**src/hw/rtl/ttsp_pkg.sv**
```systemverilog
// Shared types and constants for the transposition table store/probe unit.
package ttsp_pkg;

  typedef struct packed {
    logic        action;
    logic [63:0] key;
    logic [23:0] best_move;
    logic signed [15:0] score_in;
    logic [1:0]  bound_in;
    logic [6:0]  remaining_depth;
    logic [6:0]  ply;
  } in_req_t;

  typedef struct packed {
    logic        hit;
    logic [23:0] move_out;
    logic signed [15:0] score_out;
    logic [1:0]  bound_out;
    logic [6:0]  depth_out;
  } out_req_t;

  localparam logic [1:0] BOUND_UPPER = 2'd1;
  localparam logic [1:0] BOUND_LOWER = 2'd2;
  localparam logic ACT_STORE = 1'b1;

  localparam logic [1:0] REG_AGE   = 2'd0;
  localparam logic [1:0] REG_MATE  = 2'd1;
  localparam logic [1:0] REG_DEPTH = 2'd2;
  localparam logic [1:0] REG_OFFS  = 2'd3;

  typedef enum logic [2:0] {
    ST_CLEAR, ST_IDLE, ST_READ, ST_DECIDE, ST_OUT
  } state_t;

  // Controller -> datapath commands.
  typedef struct packed {
    logic clear_en;
    logic take_req;
    logic decide;
    logic out_load;
  } ctl_cmd_t;

  // Datapath -> controller status.
  typedef struct packed {
    logic clear_done;
  } dp_stat_t;

endpackage

```
**src/hw/rtl/ttsp_ctrl.sv**
```systemverilog
// Sequencer: clearing sweep, then read / decide / output per request.
module ttsp_ctrl (
  input  logic                 clk,
  input  logic                 rst,
  input  logic                 in_valid,
  output logic                 in_stall,
  input  logic                 out_stall,
  output logic                 out_valid,
  input  ttsp_pkg::dp_stat_t   stat,
  output ttsp_pkg::ctl_cmd_t   cmd
);
  ttsp_pkg::state_t state, state_next;
  logic out_valid_next;

  always_ff @(posedge clk) begin
    if (rst) begin
      state     <= ttsp_pkg::ST_CLEAR;
      out_valid <= 1'b0;
    end else begin
      state     <= state_next;
      out_valid <= out_valid_next;
    end
  end

  always_comb begin
    state_next     = state;
    out_valid_next = out_valid;
    cmd            = '0;
    in_stall       = 1'b1;
    if (out_valid && !out_stall) begin
      out_valid_next = 1'b0;
    end
    case (state)
      ttsp_pkg::ST_CLEAR: begin
        cmd.clear_en = 1'b1;
        if (stat.clear_done) begin
          state_next = ttsp_pkg::ST_IDLE;
        end
      end
      ttsp_pkg::ST_IDLE: begin
        in_stall = 1'b0;
        if (in_valid) begin
          cmd.take_req = 1'b1;
          state_next   = ttsp_pkg::ST_READ;
        end
      end
      ttsp_pkg::ST_READ: begin
        state_next = ttsp_pkg::ST_DECIDE;
      end
      ttsp_pkg::ST_DECIDE: begin
        cmd.decide = 1'b1;
        state_next = ttsp_pkg::ST_OUT;
      end
      ttsp_pkg::ST_OUT: begin
        // wait for the output register to free up
        if (!out_valid || !out_stall) begin
          cmd.out_load   = 1'b1;
          out_valid_next = 1'b1;
          state_next     = ttsp_pkg::ST_IDLE;
        end
      end
      default: state_next = ttsp_pkg::ST_IDLE;
    endcase
  end
endmodule

```
**config.mk**
```make
export PLATFORM = sky130hd
export DESIGN_NAME = ttsp_ctrl
export DESIGN_NICKNAME = d
export VERILOG_FILES = /design/src/hw/rtl/ttsp_pkg.sv /design/src/hw/rtl/ttsp_ctrl.sv
export SDC_FILE = /design/constraint.sdc
export NUM_CORES = 1
export LEC_CHECK = 0
export BUFFER_PORTS_ARGS = -buffer_cell sky130_fd_sc_hd__buf_2
export CORE_AREA = 2 2 39 41
export DETAILED_ROUTE_END_ITERATION = 8
export DIE_AREA = 0 0 41 43
export PLACE_DENSITY = 0.44
export SETUP_SLACK_MARGIN = 0.02
export SKIP_CTS_REPAIR_TIMING = 1
export SLEW_MARGIN = 15
export SYNTH_ARGS = -nofsm -noshare
export SYNTH_HDL_FRONTEND = slang
export SYNTH_SLANG_ARGS = --single-unit
```
**constraint.sdc**
```tcl
create_clock -name clk -period 1.6 [get_ports clk]
set_clock_uncertainty 0.1 [all_clocks]
set_input_delay 0.48 -clock clk [delete_from_list [all_inputs] [get_ports clk]]
set_output_delay 0.48 -clock clk [all_outputs]
set_load 0.1 [all_outputs]
```
==> impl_metrics.csv <==
group,metric,value,unit
setup_path,cp_max_fo,3,
setup_path,startpoint_type,"flip-flop",
synthesis,ys_warn_count,0,
floorplanning,ios,11,
global_routing,grt_pass1_vias,222,
min_path,min_to,"out_valid",
synthesis,synthArstFlopShare,0,%
finish,fillers,140,
routing,ant_nets,0,
synthesis,synth_top_area_share,42.38,%
finish,area_growth,153.6,%
sta,fmax,531.7,MHz
setup_path,rr_startpoint,"state[1]",
cts,clk_pin_slew_worst_paths,0.04,ns
synthesis,yosys_most_used_dff,"dfxtp_1",
synthesis,synth_area_per_cell,8.588,µm²
routing,wl_met2,201,µm
routing,wl_met3,63,µm
synthesis,yosys.area_share.simple,35.76,%
setup_path,slowest_delay,0.40,ns
placement,io_buffers,10,
floorplanning,start_util,13.65,%
global_routing,grtUsageTotal,7.236,%
placement,dp_slack,-0.03239,ns
setup_path,cp_slowest_cell,"or3b_4",
sta,fin_crit_sh,117.6,%
sta,drv_slew,0,
synthesis,syn_nets,27,
global_routing,grt_max_degree,8,
global_routing,grt_pass1_wl,834,µm
power,p_per_area,877.9,nW/µm²
sta,tightest_slew,0.1758,ns
routing,drt-met1-wl,205,µm
cts,numCtsBuffers,3,
synthesis,synthXorXnorAreaFrac,0,%
cts,tritoncts,"built",
routing,dr.first_iter.drc_count,1,
setup_path,path_cells,"or3b_4 -> a21oi_4 -> buf_12",
setup_path,endpoint_kind,"output port",
sta,setup_viol,5,
power,p_leak,0.2032,nW
sta,timing.final.ws_setup,-0.2809,ns
synthesis,synth_compound_area_share,15.89,%
routing,viasPerCell,4.000,
synthesis,synth_top_family_by_area,"simple AND/OR/NAND/NOR gates",
sta,slew_headroom,88.24,%
floorplanning,die_area,1763,µm²
setup_path,arrival,1.30,ns
sta,holdWs,0.3399,ns
setup_path,reg2reg_depth,4,
floorplanning,die_y,43,µm
finish,drive_gt1_share,78.57,%
setup_path,worstPathRequired,1.02,ns
min_path,min_path_type,"primary input to flip-flop",
sta,rsz0062_at_grt,"true",
finish,antenna_cells,0,
setup_path,rr_endpoint,"state[0]",
outcome,outcome,"complete, but fails checks",
min_path,worstHoldStart,"rst",
placement,dp.cells,51,
setup_path,path_buf_inv,1,
power,ir_worst_vdd,0.3577,mV
cts,insertion_delay,0.24,ns
synthesis,synth_largest_area_cell,"dfxtp_1",
finish,final_cells,58,
routing,drt-wirelength-per-cell,8.103,µm
synthesis,yosysSeqAreaShare,42.38,%
routing,wirelength,470,µm
synthesis,ys_ff_latch,4,
sta,finalSetupTns,-0.7389,ns
synthesis,synth.distinct_cells,12,
finish,nets,48,
finish,multiInputGateArea,156.4,µm²
floorplanning,die-width,41,µm
floorplanning,row_count,14,
global_routing,grt-ovfl-total,0,
setup_path,critPathTopFamily,"simple AND/OR/NAND/NOR gates",
outcome,violations,"negative setup slack",
synthesis,synth.area.top_cells,"dfxtp_1 (42%), nor3_1 (11%), a21oi_1 (7.9%)",
setup_path,crit_type,"flip-flop to output port",
setup_path,r2r_slack,0.34,ns
sta,hold_viol,0,
global_routing,antenna_found_initial,0,
routing,post-route-drc-count,0,
routing,first_pass_iters,2,
synthesis,synth_common_cells,"dfxtp_1 (4), nor3_1 (4), a21oi_1 (3), nand2_1 (3)",
cts,htreeDepth,1,
routing,top_layer_used,"met3",
synthesis,yosys.area_share.adder,0,%
cts,cts_sinks,4,
synthesis,postSynthCellCount,22,
placement,gp_congestion,0.6179,
floorplanning,core-area,1384,µm²
synthesis,syn_area,188.9,µm²
routing,num_vias,232,
min_path,hold_depth,2,
synthesis,synth_edf_count,0,
cts,cts_root_buffer,"clkbuf_4",
finish,register_area,87.58,µm²
flow_run,cap_violations,0,
synthesis,muxShareOfSynthArea,5.960,%
cts,clk_path_buf_depth,2,
sta,period_needed,1.881,ns
## routing by layer
layer,GRT usage (%),vias to the layer above
met5,0,-
met4,4.000,0
met3,4.712,0
met2,9.375,13
met1,8.710,100
li1,-,119
## power breakdown
group	total [W]	leakage, nW	internal [W]	switching (W)
Sequential	0.000108	0.0346	0.000105	0.00000302
Combinational	0.000174	0.154	0.0000682	0.000106
Clock	0.000139	0.0150	0.0000938	0.0000449
## state kept, by name, summed over array words and instances, names as in the netlist
| register | count |
|---|---|
| out_valid | 1 |
| state | 3 |
## worst register-to-register path: stages (launching register included)
cell     delay (ns)
dfxtp_2        0.31
buf_4          0.16
or3_1          0.37
a21oi_1        0.14
nor3_1         0.06
## per-stage QoR
step / area, µm² / util [%] / power [W]
finish: 479.2 / 34.63 / 0.0004207
global route: 479.2 / 34.63 / 0.0004455
CTS: 441.7 / 31.92 / 0.0004200
detailed placement: 415.4 / 30.02 / 0.0002737
global placement: 415.4 / 30.02 / 0.0002737
floorplan: 232.7 / - / 0.0002118
## final cells by class
type,count,area share (%)
timing repair buffer,16,39.43
clock buffer,4,5.483
sequential,4,18.28
tap,16,4.178
multi-input combinational,18,32.64
## how the worst max path moves through the flow
stage	start	to	slack (ns)	cells past startpoint
2_1_floorplan	state[2]	cmd[0]	-0.32	2
3_5_place_dp	state[2]	cmd[0]	-0.03	3
6_report	state[2]	cmd[0]	-0.28	3
5_1_grt	state[2]	cmd[0]	-0.31	3
4_1_cts	state[2]	cmd[0]	-0.30	3
3_3_place_gp	state[1]	cmd[0]	-0.04	3
## kinds of logic (layout without fill, tap and decap cells)
logic type	after synthesis	count (layout)
AO/OA/AOI/OAI	5	5
buffers and inverters	0	20
flip-flops	4	4
multiplexers	1	1
AND/OR/NAND/NOR	12	12
## placed cells by master (no fill, tap or decap)
cell type and count:
or3b_4 1, nand2_2 2, or3_1 1, nor2_4 1, buf_12 6, buf_4 5, nand2_1 1, o21ai_0 1
nor2_2 1, a21oi_1 2, and3b_2 1, dfxtp_2 3, buf_6 1, dfxtp_4 1, buf_2 4, clkbuf_1 1
clkbuf_4 3, nor3_1 2, o21ba_1 1, a21oi_4 1, nor3_4 2, mux2_2 1
(Power assumes the default switching activity.)
